$ cat config.mk
export PLATFORM = sky130hd
export DESIGN_NAME = main_board_io_and_interrupt_glue
export DESIGN_NICKNAME = d
export VERILOG_FILES = /design/src/mbg_pkg.sv /design/src/mbg_decode.sv /design/src/main_board_io_and_interrupt_glue.sv
export SDC_FILE = /design/constraint.sdc
export NUM_CORES = 1
export LEC_CHECK = 0
export ABC_AREA = 1
export BUFFER_PORTS_ARGS = -buffer_cell sky130_fd_sc_hd__buf_2
export CORE_MARGIN = 3
export CORE_UTILIZATION = 30
export DETAILED_ROUTE_END_ITERATION = 10
export GPL_TIMING_DRIVEN = 0
export SLEW_MARGIN = 25
export SYNTH_ARGS = -nofsm -noshare
export SYNTH_HDL_FRONTEND = slang
export SYNTH_SLANG_ARGS = --single-unit
$ cat constraint.sdc
create_clock -name clock -period 3.05 [get_ports clock]
set_clock_uncertainty 0.05 [all_clocks]
set_input_delay 0.61 -clock clock [delete_from_list [all_inputs] [get_ports clock]]
set_output_delay 0.61 -clock clock [all_outputs]
set_load 0.005 [all_outputs]
$ cat src/mbg_pkg.sv
// Package for the main board I/O and interrupt glue.
// Holds the action codes, I/O page constants, vectors and the shared
// item, state and result types. No dependencies.
`default_nettype none

package mbg_pkg;

   // Access or event carried by one input transfer.
   typedef enum logic [2:0] {
      ACT_MEM_RD = 3'd0,
      ACT_IO_WR  = 3'd1,
      ACT_IO_RD  = 3'd2,
      ACT_IRQ    = 3'd3,
      ACT_ACK    = 3'd4,
      ACT_SUB    = 3'd5
   } act_type;

   // I/O space is decoded in 32-byte pages.
   localparam logic [15:0] PAGE_MASK  = 16'hffe0;
   localparam logic [15:0] PAGE_SLOT0 = 16'hff00;
   localparam logic [15:0] PAGE_SLOT1 = 16'hff20;
   localparam logic [15:0] PAGE_SLOT2 = 16'hff40;
   localparam logic [15:0] PAGE_SLOT3 = 16'hff60;
   localparam logic [15:0] PAGE_MASKS = 16'hff80;
   localparam logic [15:0] PAGE_MAP   = 16'hffa0;
   localparam logic [15:0] PAGE_COMM  = 16'hffc0;
   localparam logic [15:0] PAGE_IGN   = 16'hffe0;

   // Highest memory address served by ROM while it is mapped.
   localparam logic [15:0] ROM_TOP = 16'h8fff;

   // Interrupt sources; request and mask bits: S is bit 4, A..D are bits 0..3.
   localparam int unsigned NUM_SRC = 5;
   localparam logic [2:0] SRC_S = 3'd0;
   localparam logic [2:0] SRC_A = 3'd1;
   localparam logic [2:0] SRC_B = 3'd2;
   localparam logic [2:0] SRC_C = 3'd3;
   localparam logic [2:0] SRC_D = 3'd4;

   // Acknowledge vectors.
   localparam logic [7:0] VEC_S    = 8'hf0;
   localparam logic [7:0] VEC_A    = 8'hf2;
   localparam logic [7:0] VEC_B    = 8'hf4;
   localparam logic [7:0] VEC_C    = 8'hf6;
   localparam logic [7:0] VEC_D    = 8'hf8;
   localparam logic [7:0] VEC_NONE = 8'hff;

   typedef struct packed {
      logic [2:0]  action;
      logic [15:0] address;
      logic [7:0]  data;
      logic [2:0]  line_index;
      logic        line_level;
   } item_type;

   typedef struct packed {
      logic [2:0] slot_select;
      logic       rom_mapped;
      logic [4:0] irq_mask_bits;
      logic       sub_int2_mask;
      logic [4:0] irq_pending;
      logic [7:0] sub_byte;
   } state_type;

   typedef struct packed {
      logic [7:0] read_data;
      logic       rom_selected;
      logic       slot_forward;
      logic [2:0] slot_index;
      logic       sub_int2_update;
      logic       sub_int2_level;
      logic       sub_comm_valid;
      logic       irq_line;
   } result_type;

   // Bit of the request and mask registers that belongs to a source.
   function automatic logic [4:0] src_bit(input logic [2:0] idx);
      logic [4:0] b;
      b = '0;
      case (idx)
         SRC_S:   b = 5'b10000;
         SRC_A:   b = 5'b00001;
         SRC_B:   b = 5'b00010;
         SRC_C:   b = 5'b00100;
         SRC_D:   b = 5'b01000;
         default: b = '0;
      endcase
      return b;
   endfunction

endpackage

`default_nettype wire

$ cat src/mbg_decode.sv
// Single-pass decode for one item of the main board glue.
// Computes the result and the next board state from the held item and
// the current state. Depends on mbg_pkg.
`default_nettype none

module mbg_decode (
   input  mbg_pkg::item_type   item,
   input  mbg_pkg::state_type  cur_state,
   output mbg_pkg::result_type result,
   output mbg_pkg::state_type  nxt_state
);
   import mbg_pkg::*;

   logic [15:0] page;
   logic [4:0]  hit;

   assign page = item.address & PAGE_MASK;
   assign hit  = cur_state.irq_pending & cur_state.irq_mask_bits;

   // Decode the access and apply its side effects.
   always_comb begin
      nxt_state = cur_state;
      result    = '0;
      case (item.action)
         ACT_MEM_RD: begin
            result.rom_selected = cur_state.rom_mapped && (item.address <= ROM_TOP);
         end
         ACT_IO_WR: begin
            if (page inside {PAGE_SLOT0, PAGE_SLOT1, PAGE_SLOT2, PAGE_SLOT3}) begin
               nxt_state.slot_select[2:1] = item.data[1:0];
            end else if (page == PAGE_MASKS) begin
               nxt_state.sub_int2_mask = item.data[7];
               result.sub_int2_update  = item.data[7] != cur_state.sub_int2_mask;
               nxt_state.irq_mask_bits = item.data[4:0];
            end else if (page == PAGE_MAP) begin
               nxt_state.rom_mapped     = ~item.data[1];
               nxt_state.slot_select[0] = item.data[0];
            end else if (page == PAGE_COMM) begin
               result.sub_comm_valid = 1'b1;
            end else if (page == PAGE_IGN) begin
               result.sub_comm_valid = 1'b0;
            end else begin
               result.slot_forward = 1'b1;
            end
         end
         ACT_IO_RD: begin
            if (page inside {PAGE_MASKS, PAGE_MAP, PAGE_COMM, PAGE_IGN}) begin
               result.read_data = cur_state.sub_byte;
            end else begin
               result.slot_forward = 1'b1;
            end
         end
         ACT_IRQ: begin
            // An index beyond D gives an all-zero bit, so nothing changes.
            if (item.line_level) begin
               nxt_state.irq_pending = cur_state.irq_pending | src_bit(item.line_index);
            end else begin
               nxt_state.irq_pending = cur_state.irq_pending & ~src_bit(item.line_index);
            end
         end
         ACT_ACK: begin
            // Fixed priority S, A, B, C, D; the winner's request is cleared.
            if (hit[4]) begin
               result.read_data         = VEC_S;
               nxt_state.irq_pending[4] = 1'b0;
            end else if (hit[0]) begin
               result.read_data         = VEC_A;
               nxt_state.irq_pending[0] = 1'b0;
            end else if (hit[1]) begin
               result.read_data         = VEC_B;
               nxt_state.irq_pending[1] = 1'b0;
            end else if (hit[2]) begin
               result.read_data         = VEC_C;
               nxt_state.irq_pending[2] = 1'b0;
            end else if (hit[3]) begin
               result.read_data         = VEC_D;
               nxt_state.irq_pending[3] = 1'b0;
            end else begin
               result.read_data = VEC_NONE;
            end
         end
         ACT_SUB: begin
            nxt_state.sub_byte = item.data;
         end
         default: begin
            result = '0;
         end
      endcase

      // Status reflects the state after this item.
      result.slot_index     = nxt_state.slot_select;
      result.sub_int2_level = nxt_state.sub_int2_mask;
      result.irq_line       = |(nxt_state.irq_pending & nxt_state.irq_mask_bits);
   end

endmodule

`default_nettype wire

$ cat src/main_board_io_and_interrupt_glue.sv
// Top level of the main board I/O and interrupt glue.
// Input register, decode stage (mbg_decode) and result register.
// Depends on mbg_pkg and mbg_decode.
//
// Usage: each req_ transfer carries one bus access or event (memory read,
// I/O write, I/O read, interrupt line level, interrupt acknowledge, byte
// from the sub processor). Each one yields exactly one rsp_ transfer with
// the decode results, the acknowledge vector or sub byte on rsp_read_data,
// the slot selection, the sub INT2 mask bit and the CPU interrupt line.
// Each item is held in the input register, passes through the decode logic
// into the result register, and rsp_valid rises when it is loaded. Board
// state is updated when an item moves into the result register, so items
// take effect strictly in order. The block takes one item per cycle while
// the receiver does not stall.
// When the receiver stalls, the result register holds its item, the input
// register fills, and req_ready falls; nothing is lost or repeated.
// A synchronous reset empties both registers and sets the board state to
// slot 0, ROM mapped, all masks and requests clear and sub byte zero.
`default_nettype none

module main_board_io_and_interrupt_glue (
   input  logic        clock,
   input  logic        reset,
   input  logic        req_valid,
   output logic        req_ready,
   input  logic [2:0]  req_action,
   input  logic [15:0] req_address,
   input  logic [7:0]  req_data,
   input  logic [2:0]  req_line_index,
   input  logic        req_line_level,
   output logic        rsp_valid,
   input  logic        rsp_ready,
   output logic [7:0]  rsp_read_data,
   output logic        rsp_rom_selected,
   output logic        rsp_slot_forward,
   output logic [2:0]  rsp_slot_index,
   output logic        rsp_sub_int2_update,
   output logic        rsp_sub_int2_level,
   output logic        rsp_sub_comm_valid,
   output logic        rsp_irq_line
);
   import mbg_pkg::*;

   logic       in_valid_ff, in_valid_in;
   item_type   item_ff, item_in;
   logic       out_valid_ff, out_valid_in;
   result_type res_ff, res_in;
   state_type  state_ff, state_in;
   result_type dec_result;
   state_type  dec_state;
   logic       advance;
   logic       take_req;

   // Handshake: the decode stage moves when the result register is free.
   assign advance   = in_valid_ff && (!out_valid_ff || rsp_ready);
   assign req_ready = !in_valid_ff || advance;
   assign take_req  = req_valid && req_ready;

   mbg_decode u_decode (
      .item      (item_ff),
      .cur_state (state_ff),
      .result    (dec_result),
      .nxt_state (dec_state)
   );

   // Next values of the pipeline and state registers.
   always_comb begin
      in_valid_in  = take_req || (in_valid_ff && !advance);
      item_in      = item_ff;
      if (take_req) begin
         item_in.action     = req_action;
         item_in.address    = req_address;
         item_in.data       = req_data;
         item_in.line_index = req_line_index;
         item_in.line_level = req_line_level;
      end
      out_valid_in = advance || (out_valid_ff && !rsp_ready);
      res_in       = advance ? dec_result : res_ff;
      state_in     = advance ? dec_state : state_ff;
   end

   // Control and board state registers.
   always_ff @(posedge clock) begin
      if (reset) begin
         in_valid_ff            <= 1'b0;
         out_valid_ff           <= 1'b0;
         state_ff.slot_select   <= '0;
         state_ff.rom_mapped    <= 1'b1;
         state_ff.irq_mask_bits <= '0;
         state_ff.sub_int2_mask <= 1'b0;
         state_ff.irq_pending   <= '0;
         state_ff.sub_byte      <= '0;
      end else begin
         in_valid_ff  <= in_valid_in;
         out_valid_ff <= out_valid_in;
         state_ff     <= state_in;
      end
   end

   // Payload registers.
   always_ff @(posedge clock) begin
      item_ff <= item_in;
      res_ff  <= res_in;
   end

   assign rsp_valid           = out_valid_ff;
   assign rsp_read_data       = res_ff.read_data;
   assign rsp_rom_selected    = res_ff.rom_selected;
   assign rsp_slot_forward    = res_ff.slot_forward;
   assign rsp_slot_index      = res_ff.slot_index;
   assign rsp_sub_int2_update = res_ff.sub_int2_update;
   assign rsp_sub_int2_level  = res_ff.sub_int2_level;
   assign rsp_sub_comm_valid  = res_ff.sub_comm_valid;
   assign rsp_irq_line        = res_ff.irq_line;

`ifndef ASSERT_OFF
   // Reset empties both pipeline registers.
   a_reset_empty: assert property (@(posedge clock)
      reset |=> !in_valid_ff && !out_valid_ff)
      else $error("pipeline not empty after reset");

   // A freshly loaded result reports the interrupt line of the updated state.
   a_irq_line_state: assert property (@(posedge clock) disable iff (reset)
      advance |=> rsp_irq_line == (|(state_ff.irq_pending & state_ff.irq_mask_bits)))
      else $error("interrupt line does not match board state");

   // A freshly loaded result reports the updated slot selection.
   a_slot_state: assert property (@(posedge clock) disable iff (reset)
      advance |=> rsp_slot_index == state_ff.slot_select)
      else $error("slot index does not match board state");

   // A held item that cannot move stays in the input register unchanged.
   a_item_hold: assert property (@(posedge clock) disable iff (reset)
      in_valid_ff && !advance |=> in_valid_ff && $stable(item_ff))
      else $error("stalled item lost or changed");

   // Board state changes only when an item moves into the result register.
   a_state_only_on_advance: assert property (@(posedge clock) disable iff (reset)
      !advance |=> $stable(state_ff))
      else $error("board state changed without an item");
`endif

endmodule

`default_nettype wire

After elaboration in Yosys (flattened, before gate mapping)
Cells that the tools add are included.
{"block": "classes", "order_cmp": 1, "n_eq_ne": 18, "muxes": 37, "bitwise": 9, "n_reduce_logical": 22}
{"cell": "11-bit == test (second input constant)", "n": 8}
{"cell": "8-bit 2-to-1 mux", "n": 5}
{"cell": "5-bit 2-to-1 mux", "n": 5}
{"cell": "5-bit case mux with 5 select lines", "n": 1}
{"cell": "16-bit less-or-equal comparator (second input constant)", "n": 1}
{"cell": "8-bit case mux with 2 select lines", "n": 1}
{"cell": "5-bit AND", "n": 3}
{"cell": "1-bit 2-to-1 mux", "n": 13}
{"cell": "3-bit by 2-bit == test with 1-bit output (second input constant)", "n": 4}
{"cell": "10-bit 2-to-1 mux", "n": 1}
{"cell": "5-bit case mux with 2 select lines", "n": 1}
{"cell": "3-bit == test (second input constant)", "n": 3}
{"cell": "2-bit 2-to-1 mux", "n": 4}
{"cell": "4-bit 2-to-1 mux", "n": 2}
{"cell": "4-bit nonzero test", "n": 2}
{"cell": "3-bit by 1-bit == test with 1-bit output (second input constant)", "n": 2}
{"cell": "3-bit zero test", "n": 2}
{"cell": "3-bit 2-to-1 mux", "n": 2}
{"cell": "6-bit 2-to-1 mux", "n": 1}
{"cell": "1-bit logical AND", "n": 5}
{"cell": "5-bit inverter", "n": 1}
{"cell": "5-bit OR", "n": 1}
{"cell": "5-bit AND reduction", "n": 1}
{"cell": "5-bit OR reduction", "n": 1}
{"cell": "8 further kinds", "n": 17}
{"block": "totals", "reg_bits": 73, "inputBits": 35, "wordCells": 108}

Depth between registers and ports, before layout
Gate-level depths: netlist (run 1).
{"block": "depth", "ltp_word": 10, "ltp_mapped": 11, "depth_no_buf": 11}

Cells and area by module
From an unflattened synthesis (run 1), not the netlist that was laid out.
{"block": "hier_totals", "cells_unflattened": 396, "area_unflattened_um2": 3462.1}
{"mod": "main_board_io_and_interrupt_glue", "instances": 1, "cells_each": 210, "area_each_um2": 2567.5, "seq_area_each_um2": 1941.9}
{"mod": "mbg_decode", "instances": 1, "cells_each": 186, "area_each_um2": 894.6, "seq_area_each_um2": 0.0}

Worst setup path before layout (run 1)
Ideal clock, no wire load.
{"block": "synth_timing", "path_type": "input to register", "from": "in rsp_ready", "to": "reg state_ff[20] (netlist name)", "setup_ps": 110, "arrival_time_ps": 1852, "required_ps": 2890, "setup_slack_ps": 1038, "path_stages": 8, "path_buffers": 1, "cell_sequence": "inv_1 nand2_2 nand2_2 clkinv_2 clkbuf_1 o211ai_1 nand2_1 inv_1"}
{"block": "synth_between", "elab_chain_cells": 2}
{"element": "from (decl)", "line": "main_board_io_and_interrupt_glue.sv:32", "text": "input logic rsp_ready,"}
{"element": "1-bit logical OR", "line": "main_board_io_and_interrupt_glue.sv:55", "text": "assign advance = in_valid_ff && (!out_valid_ff || rsp_ready);"}
{"element": "1-bit logical AND", "line": "main_board_io_and_interrupt_glue.sv:55"}
{"element": "via advance", "line": "main_board_io_and_interrupt_glue.sv:51", "text": "logic advance;"}
{"element": "to (signal assigned)", "line": "main_board_io_and_interrupt_glue.sv:96", "text": "state_ff <= state_in;"}
{"element": "to (decl)", "line": "main_board_io_and_interrupt_glue.sv:48", "text": "state_type state_ff, state_in;"}
The timed path passes the listed nets, and every way through them passes these cells.
A chain may end at the register's enable or synchronous reset.

Worst setup path after layout (run 1)
{"block": "layout_timing", "from": "in rsp_ready", "to": "reg item_ff[7] (netlist name), enable pin"}
{"block": "layout_between", "elab_chain_cells": 4}
{"element": "1-bit logical OR", "line": "main_board_io_and_interrupt_glue.sv:55"}
{"element": "1-bit logical AND", "line": "main_board_io_and_interrupt_glue.sv:55"}
{"element": "1-bit logical OR", "line": "main_board_io_and_interrupt_glue.sv:56", "text": "assign req_ready = !in_valid_ff || advance;"}
{"element": "1-bit logical AND", "line": "main_board_io_and_interrupt_glue.sv:57", "text": "assign take_req = req_valid && req_ready;"}
{"element": "via take_req", "line": "main_board_io_and_interrupt_glue.sv:52", "text": "logic take_req;"}
{"element": "to (signal assigned)", "line": "main_board_io_and_interrupt_glue.sv:102", "text": "item_ff <= item_in;"}
{"element": "to (decl)", "line": "main_board_io_and_interrupt_glue.sv:45", "text": "item_type item_ff, item_in;"}
The timed path passes the listed nets, and every way through them passes these cells.

==> results.py, run 1 <==
metrics = {
    "global_routing": {
        "grt_pass1_vias": 2223,
        "antenna_found_initial": 0,
        "grt_use_total": 0.1187,
        "grt_overflow": 0,
        "grt_max_degree": 27,
        "grt_pass1_wl_microns": 10510,
    },
    "die": {
        "start_util": 0.3110,
        "num_rows": 36,
        "die_x_microns": 106.9,
        "core_sq_mm": 0.009819,
        "io_pins": 54,
        "fp.dieArea_sq_mm": 0.01143,
        "die_height_microns": 106.9,
    },
    "finish": {
        "antenna_cells": 0,
        "final_layout_size_suffix_gt1_frac": 0.2329,
        "utilization": 0.3753,
        "fin_cells": 528,
        "area_delta_synth_final_pct": 20.65,
        "finalNetCount": 425,
        "fin_area_sq_mm": 0.003685,
    },
    "setup_path": {
        "cp-end-kind": "register",
        "critical_path.max_stage_delay_ns": 0.70,
        "crit_chain": "buf_2 -> inv_1 -> nand3_1 -> nand2_1 -> clkinv_1",
        "slowest_stage": "clkinv_1",
        "start_kind": "input port",
        "critPathLaunch": "rsp_ready",
        "critPathKind": "in2reg",
        "crit_arrival_ns": 1.68,
        "r2r_cells": 3,
        "r2r_start": "in_valid_ff",
        "critPathMaxFanout": 26,
        "cp.required_ns": 2.81,
        "r2r_end": "item_ff[7]",
        "crit_end": "item_ff[7]",
        "r2r_slack_ns": 1.17,
    },
    "synthesis": {
        "syn_area_per_cell_sq_um": 9.227,
        "synth_cells": 331,
        "synth.top_cells.by_area": "edfxtp_1 (42%), dfxtp_1 (16%), nand2_1 (7.4%)",
        "synth-edff-count": 43,
        "seq_area_frac_synth": 0.5866,
        "yosys.area.top_type": "edfxtp_1",
        "netlist_area_sq_mm": 0.003054,
        "yosysWarnings": 0,
        "ys.flop_type": "edfxtp_1",
        "synth_top_area_frac": 0.4228,
        "ys_ff_latch": 68,
        "synth_cell_type_count": 29,
        "syn_nets": 366,
        "yosysMostFrequentCell": "nand2_1",
        "async_flop_share": 0,
        "synthTopCellsByCount": "nand2_1 (60), inv_1 (46), edfxtp_1 (43), nand3_1 (28), nor2_1 (28)",
    },
    "timing": {
        "worst_slack_ns": 1.133,
        "rsz0062_at_grt": "no",
        "fin_setup_tns_ns": 0,
        "timing.fmax_mhz": 521.8,
        "slew_headroom": 0.3921,
        "tightest_slew_ns": 0.9062,
        "timing.final.crit_share": 0.6284,
        "setup_viol": 0,
        "fin_crit_ns": 1.917,
        "hold_viol": 0,
        "maxSlewViolCount": 0,
        "holdWs_ns": 0.3772,
    },
    "clock_tree": {
        "cts_buffer_depth": 2,
        "path_clk_slew_ns": 0.08,
        "clock-sinks": 68,
        "cts_tree": "built",
        "hold_buffers": 0,
        "clk_latency_ns": 0.35,
        "postCtsSetupRepairBufs": 0,
        "numCtsBuffers": 9,
        "h-tree-depth": 3,
        "cts_resized": 0,
        "root_buffer": "clkbuf_8",
    },
    "placement": {
        "globalplace.congestion": 0.8541,
        "placed_cell_area_sq_mm": 0.003462,
        "dp_slack_ns": 0.9117,
        "dp.cells": 512,
        "place_hpwl_microns": 4832,
        "portBuffers": 48,
    },
    "outcome": {
        "status": "finished clean",
    },
    "routing": {
        "wl_microns": 6506,
        "first_pass_iters": 4,
        "drtIter0Drc": 90,
        "avgRoutedWirePerCell_microns": 12.32,
        "via_per_inst": 4.432,
        "vias": 2340,
        "drcViolationCount": 0,
        "ant_nets": 0,
    },
    "pwr": {
        "p_total_mw": 2.037,
        "powerDensity_mw_per_mm2": 552.9,
        "peakVddDrop_v": 0.0003165,
        "leakage_nw": 1.581,
    },
    "job": {
        "drv_cap": 0,
    },
    "worst_hold_path": {
        "hp-class": "in2reg",
        "min_from": "req_data[5]",
    },
}
## cells in the final DEF, fill, tap and decap left out, types with 2 or more instances in the layout
| cell | instances |
|---|---|
| a21oi_1 | 23 |
| a32o_1 | 2 |
| buf_2 | 49 |
| buf_6 | 2 |
| clkbuf_1 | 3 |
| clkbuf_8 | 11 |
| clkinv_1 | 2 |
| clkinv_2 | 2 |
| dfxtp_1 | 25 |
| edfxtp_1 | 43 |
| inv_1 | 45 |
| inv_2 | 3 |
| nand2_1 | 60 |
| nand2_2 | 4 |
| nand3_1 | 28 |
| nand3_2 | 2 |
| nand4_1 | 3 |
| nor2_1 | 28 |
| nor2_2 | 7 |
| nor2_4 | 3 |
| nor3_2 | 2 |
| nor4_1 | 3 |
| o211ai_1 | 2 |
| o21ai_0 | 20 |
| o21ai_1 | 14 |
## state kept, by name (all words and copies together) (netlist names)
signal	count
rsp_sub_int2_update	1
in_valid_ff	1
state_ff	23
rsp_valid	1
item_ff	26
rsp_irq_line	1
rsp_sub_comm_valid	1
rsp_read_data	8
rsp_slot_forward	1
rsp_slot_index	3
rsp_sub_int2_level	1
rsp_rom_selected	1
## critical path: cells and delay by family
family	cells	cell delay, ns
and+or+nand+nor	2	0.20
buffers and inverters	3	0.86
## routing by layer
layer,wire length [microns],GRT usage,vias up
li1,-,-,1227
met3,274,0.03371,14
met5,0,0,-
met1,2947,0.1470,1052
met2,3151,0.1960,47
met4,133,0.04566,0
## cell type report
class,count,area [sq um]
Tap cell,133,166.4
Inverter,51,192.7
Clock inverter,3,42.54
Fill cell,1015,6135
Buffer,7,47.55
Sequential cell,68,1792
Multi-Input combinational cell,205,1023
Clock buffer,13,180.2
Timing Repair Buffer,48,240.2
## cell families (layout without fill, tap and decap cells)
logic type,after synthesis,in the layout,share of synthesized area
AND/OR/NAND/NOR,143,143,0.2274
flip-flops,68,68,0.5866
XOR/XNOR,1,1,0.002868
AO/OA/AOI/OAI,61,61,0.1049
buffers and inverters,58,122,0.07824
## worst min-delay path by stage
stage	slack (ns)	depth (start not counted)	to
after floorplan	0.40	2	state_ff[19]
after global placement	0.41	2	rsp_valid
after detailed placement	0.42	2	state_ff[5]
after CTS	0.37	1	item_ff[9]
after global routing	0.37	1	item_ff[4]
final	0.38	1	item_ff[9]
## power by group
group / switching (mW) / internal (mW) / leakage (nW) / total (mW)
Combinational: 0.107 / 0.0621 / 0.852 / 0.169
Sequential: 0.0299 / 1.03 / 0.618 / 1.06
Clock: 0.335 / 0.471 / 0.111 / 0.806
(Power assumes the default switching activity.)
==> run 2, diff against run 1 <==
- clock period: 3.05 -> 1.96 ns (I/O delays scaled with it)
==> results.py, run 2 (synthesized netlist as in run 1, its figures left out) <==
metrics = {
    "global_routing": {
        "grt_overflow": 0,
        "grt_max_degree": 27,
        "grt_use_total": 0.1187,
        "grt_pass1_vias": 2223,
        "grt_pass1_wl_microns": 10510,
        "antenna_found_initial": 0,
    },
    "die": {
        "io_pins": 54,
        "fp.dieArea_sq_mm": 0.01143,
        "die_x_microns": 106.9,
        "start_util": 0.3110,
        "num_rows": 36,
        "die_height_microns": 106.9,
        "core_sq_mm": 0.009819,
    },
    "timing": {
        "rsz0062_at_grt": "no",
        "fin_crit_ns": 1.708,
        "timing.fmax_mhz": 585.4,
        "maxSlewViolCount": 0,
        "timing.final.crit_share": 0.8716,
        "tightest_slew_ns": 0.6123,
        "hold_viol": 0,
        "worst_slack_ns": 0.2517,
        "slew_headroom": 0.5896,
        "setup_viol": 0,
    },
    "setup_path": {
        "crit_arrival_ns": 1.76,
        "cp-end-kind": "register",
        "start_kind": "register",
        "critPathKind": "reg2reg",
        "cp.required_ns": 2.01,
        "critPathMaxFanout": 7,
    },
    "finish": {
        "area_delta_synth_final_pct": 20.93,
        "final_cell_mix": "nand2_1 (60), buf_2 (49), inv_1 (45), edfxtp_1 (43)",
        "layout_commonest_cell": "nand2_1",
        "final-seq-area_sq_mm": 0.001792,
        "largest-register": "item_ff",
        "final_layout_size_suffix_gt1_frac": 0.2354,
        "fin_area_sq_mm": 0.003694,
        "nFillCells": 1015,
        "multi_input_area_sq_mm": 0.001028,
        "antenna_cells": 0,
        "finalNetCount": 425,
        "largest_reg_flops": 26,
    },
    "clock_tree": {
        "postCtsSetupRepairBufs": 0,
        "root_buffer": "clkbuf_8",
        "cts_buffer_depth": 2,
        "h-tree-depth": 3,
        "cts_tree": "built",
        "path_clk_slew_ns": 0.08,
        "hold_buffers": 0,
        "clk_latency_ns": 0.35,
        "cts_resized": 0,
        "clock-sinks": 68,
        "numCtsBuffers": 9,
    },
    "placement": {
        "portBuffers": 48,
        "globalplace.congestion": 0.8541,
        "placed_cell_area_sq_mm": 0.003462,
        "place_hpwl_microns": 4832,
        "dp_slack_ns": 0.03971,
    },
    "job": {
        "drv_cap": 0,
    },
    "routing": {
        "via_per_inst": 4.434,
        "drtIter0Drc": 91,
        "wl_microns": 6524,
        "vias": 2341,
        "drcViolationCount": 0,
        "first_pass_iters": 4,
        "avgRoutedWirePerCell_microns": 12.36,
        "ant_nets": 0,
    },
    "outcome": {
        "status": "finished clean",
    },
    "pwr": {
        "leakage_nw": 1.579,
        "p_total_mw": 3.172,
        "peakVddDrop_v": 0.0004924,
        "powerDensity_mw_per_mm2": 858.7,
    },
    "worst_hold_path": {
        "hp-class": "in2reg",
    },
}
## run 2: cell types whose count changed in the layout (fill, tap and decap cells not counted), sizes merged
| cell | delta |
|---|---|
| clkinv | -1 |
| clkinvlp | +1 |
## run 2: final timing paths
check	start	endpoint	slack, ns	cells past startpoint
setup reg to reg	item_ff[30]	rsp_irq_line	0.25	10
hold reg to reg	state_ff[19]	state_ff[19]	0.44	2
setup / recovery	item_ff[30]	rsp_irq_line	0.25	10
hold / removal	req_data[5]	item_ff[9]	0.16	1
## run 2: where the power goes
part           internal [mW]  switching, mW  total (mW)
registers               1.61         0.0465        1.65
clock network          0.733          0.521        1.25
logic                 0.0970          0.167       0.264
## run 2: through the flow
stage / hold WS [ns] / instances / utilization / setup TNS, ns
global placement: 0.4109 / 512 / 0.3524 / -7.131
detailed placement: 0.4235 / 512 / 0.3526 / 0
global route: 0.1502 / 528 / 0.3761 / 0
CTS: 0.1509 / 528 / 0.3753 / 0
finish: 0.1593 / 528 / 0.3761 / 0
floorplan: 0.3968 / 331 / - / 0
## run 2: area by class of cell
cell class | instances | share of cell area
repair buffers | 48 | 0.06504
plain buffers | 7 | 0.01287
multi-input cells | 205 | 0.2785
inverters | 51 | 0.05318
well taps | 133 | 0.04505
clock inverters | 3 | 0.01152
flip-flops and latches | 68 | 0.4851
clock buffers | 13 | 0.04878
## run 2: worst max-delay path, cell delays in order, from the launching register on
cell and delay [ns]:
edfxtp_1 0.50, nor2_2 0.28, inv_2 0.11, nand3_1 0.08
nand2_1 0.05, inv_1 0.05, nand2_1 0.06, nand3_1 0.07
nand2_1 0.07, nor2_1 0.08, nand2_1 0.06
## run 2: routing by layer
| metal | global-route usage | vias to the layer above | share of wire |
|---|---|---|---|
| met4 | 0.04566 | 0 | 0.020 |
| met5 | 0 | - | 0 |
| met3 | 0.03371 | 14 | 0.043 |
| met1 | 0.1470 | 1052 | 0.45 |
| met2 | 0.1960 | 49 | 0.48 |
| li1 | - | 1226 | - |
==> run 3, diff against run 2 <==
- ABC_AREA: 1 -> unset
==> results.py, run 3 <==
metrics = {
    "pwr": {
        "combPwrFrac": 0.065,
        "peakVddDrop_v": 0.0004138,
        "leakage_nw": 1.457,
        "p_sw_mw": 0.7103,
        "swShare": 0.2281,
        "power_frac_clock": 0.412,
        "p_total_mw": 3.114,
        "power_frac_seq": 0.523,
        "p_int_mw": 2.404,
        "powerDensity_mw_per_mm2": 839.7,
    },
    "clock_tree": {
        "h-tree-depth": 3,
        "clock-sinks": 68,
        "cts_tree": "built",
        "root_buffer": "clkbuf_8",
        "numCtsBuffers": 9,
        "cts_buffer_depth": 2,
        "path_clk_slew_ns": 0.08,
        "hold_buffers": 0,
        "clk_latency_ns": 0.35,
    },
    "global_routing": {
        "grt_pass1_wl_microns": 9625,
        "grt_max_degree": 27,
        "grt_pass1_vias": 1984,
        "grt_overflow": 0,
        "grt_use_total": 0.1217,
        "antenna_found_initial": 0,
    },
    "timing": {
        "tightest_slew_ns": 0.6692,
        "worst_slack_ns": -0.1722,
        "fin_setup_tns_ns": -0.6581,
        "timing.final.crit_share": 1.088,
        "fin_crit_ns": 2.132,
        "maxSlewViolCount": 0,
        "rsz0062_at_grt": "yes",
        "setup_viol": 11,
        "holdWs_ns": 0.1621,
        "hold_viol": 0,
        "slew_headroom": 0.5539,
        "timing.fmax_mhz": 469.0,
    },
    "setup_path": {
        "critPathLaunch": "item_ff[18]",
        "r2r_start": "item_ff[18]",
        "critical_path.max_stage_delay_ns": 0.43,
        "r2r_end": "rsp_irq_line",
        "critPathMaxFanout": 4,
        "crit_arrival_ns": 2.16,
        "cp.depth": 6,
        "start_kind": "register",
        "cp-end-kind": "register",
        "path_delay_family": "simple AND/OR/NAND/NOR gates",
        "cp.required_ns": 1.99,
        "critPathKind": "reg2reg",
        "r2r_cells": 6,
        "cp_num_buf_inv": 1,
        "r2r_slack_ns": -0.17,
        "crit_chain": "or3b_4 -> nor4_4 -> buf_4 -> mux2_2 -> o21ai_1 -> o2111ai_2",
        "slowest_stage": "edfxtp_1",
        "crit_end": "rsp_irq_line",
    },
    "die": {
        "start_util": 0.3155,
        "num_rows": 34,
        "core_sq_mm": 0.008891,
        "die_x_microns": 102.7,
        "io_pins": 54,
        "fp.dieArea_sq_mm": 0.01055,
        "die_height_microns": 102.7,
    },
    "job": {
        "drv_cap": 0,
    },
    "outcome": {
        "violations": "setup timing",
        "status": "finished, violations left",
    },
    "routing": {
        "via_per_inst": 4.784,
        "vias": 2019,
        "first_pass_iters": 4,
        "ant_nets": 0,
        "wl_microns": 6139,
        "drcViolationCount": 0,
        "avgRoutedWirePerCell_microns": 14.55,
        "drtIter0Drc": 115,
    },
    "synthesis": {
        "seq_area_frac_synth": 0.6387,
        "synthTopCellsByCount": "edfxtp_1 (43), nor2_1 (30), dfxtp_1 (25), nand2_1 (23), mux2i_1 (17)",
        "synth_cell_type_count": 46,
        "syn_area_per_cell_sq_um": 12.25,
        "synth.top_cells.by_area": "edfxtp_1 (46%), dfxtp_1 (18%), mux2i_1 (6.1%)",
        "synth_top_area_frac": 0.4603,
        "synth-edff-count": 43,
        "yosysMostFrequentCell": "edfxtp_1",
        "netlist_area_sq_mm": 0.002805,
        "syn_nets": 264,
        "synth_top_family_by_area": "simple AND/OR/NAND/NOR gates",
        "ys_ff_latch": 68,
        "synth-simple-area-share": 0.1668,
        "synth_compound_area_frac": 0.08029,
        "yosys.area.top_type": "edfxtp_1",
        "synth-adder-area-share": 0,
        "async_flop_share": 0,
        "yosysWarnings": 0,
        "synth_xor_area_frac": 0.006244,
        "ys.flop_type": "edfxtp_1",
        "synth_mux_area_frac": 0.08475,
        "synth_cells": 229,
    },
    "worst_hold_path": {
        "hp-class": "in2reg",
    },
    "finish": {
        "final_cell_mix": "buf_2 (47), edfxtp_1 (43), nor2_1 (29), dfxtp_1 (25), buf_4 (23)",
        "finalNetCount": 344,
        "layout_commonest_cell": "buf_2",
        "area_delta_synth_final_pct": 32.20,
        "largest-register": "item_ff",
        "fin_cells": 422,
        "utilization": 0.4171,
        "antenna_cells": 0,
        "largest_reg_flops": 26,
        "final_layout_size_suffix_gt1_frac": 0.3790,
    },
    "placement": {
        "place_hpwl_microns": 3884,
        "portBuffers": 47,
        "globalplace.congestion": 0.7555,
        "dp.cells": 384,
    },
}
[run 3: worst reg2reg max path, stage by stage, from the launching register on]
cell	delay [ns]
edfxtp_1	0.43
or3b_4	0.43
nor4_4	0.21
buf_4	0.18
mux2_2	0.32
o21ai_1	0.10
o2111ai_2	0.14
[run 3: final cells by class]
class	instances	area [sq um]
plain buffers	9	58.81
clock buffers	9	123.9
clock inverters	7	98.84
fillers	851	5182
inverters	3	11.26
multi-input cells	147	1057
flip-flops and latches	68	1792
well taps	108	135.1
repair buffers	71	431.7
[run 3: cells by family after synthesis]
group | after synthesis
AOI/OAI and AO/OA | 35
xor gates and xnor gates | 2
buffers and inverters | 14
and+or+nand+nor | 87
muxes | 23
DFF | 68
[run 3: power groups by stage]
stage	registers [mW]	clock network (mW)	logic, mW
floorplan	1.65	0	0.0923
global placement	1.66	0	0.166
detailed placement	1.66	0	0.168
CTS	1.63	1.31	0.180
global route	1.64	1.38	0.222
finish	1.63	1.28	0.201
[run 3: routing by layer]
metal | part of all wire | GRT usage | up-vias
met2 | 0.47 | 0.1986 | 51
met5 | 0 | 0 | -
met3 | 0.057 | 0.04398 | 8
met4 | 0.012 | 0.03935 | 0
li1 | - | - | 1004
met1 | 0.46 | 0.1502 | 956
[run 3: worst min-delay path by stage]
stage / startpoint / to / slack, ns / cells past startpoint
final: req_data[7] / item_ff[11] / 0.16 / 1
after global routing: req_data[7] / item_ff[11] / 0.14 / 1
after global placement: state_ff[19] / state_ff[19] / 0.40 / 1
after detailed placement: state_ff[19] / state_ff[19] / 0.40 / 1
after floorplan: state_ff[19] / state_ff[19] / 0.38 / 1
after CTS: req_data[7] / item_ff[11] / 0.15 / 1
[run 3: stage by stage]
stage / instance area, sq um / worst slack [ns]
after global placement: 3178 / -0.3730
final: 3709 / -0.1722
after CTS: 3538 / -0.2433
after global routing: 3709 / -0.2745
after floorplan: 2808 / -0.05599
after detailed placement: 3181 / -0.3047
[run 3: what timing repair did]
action                                 CTS  global route
buffers inserted                        10            14
setup endpoints to repair               12            29
endpoints found under the hold margin    0             0
resized for setup                       11            16
pin swaps                                9            11
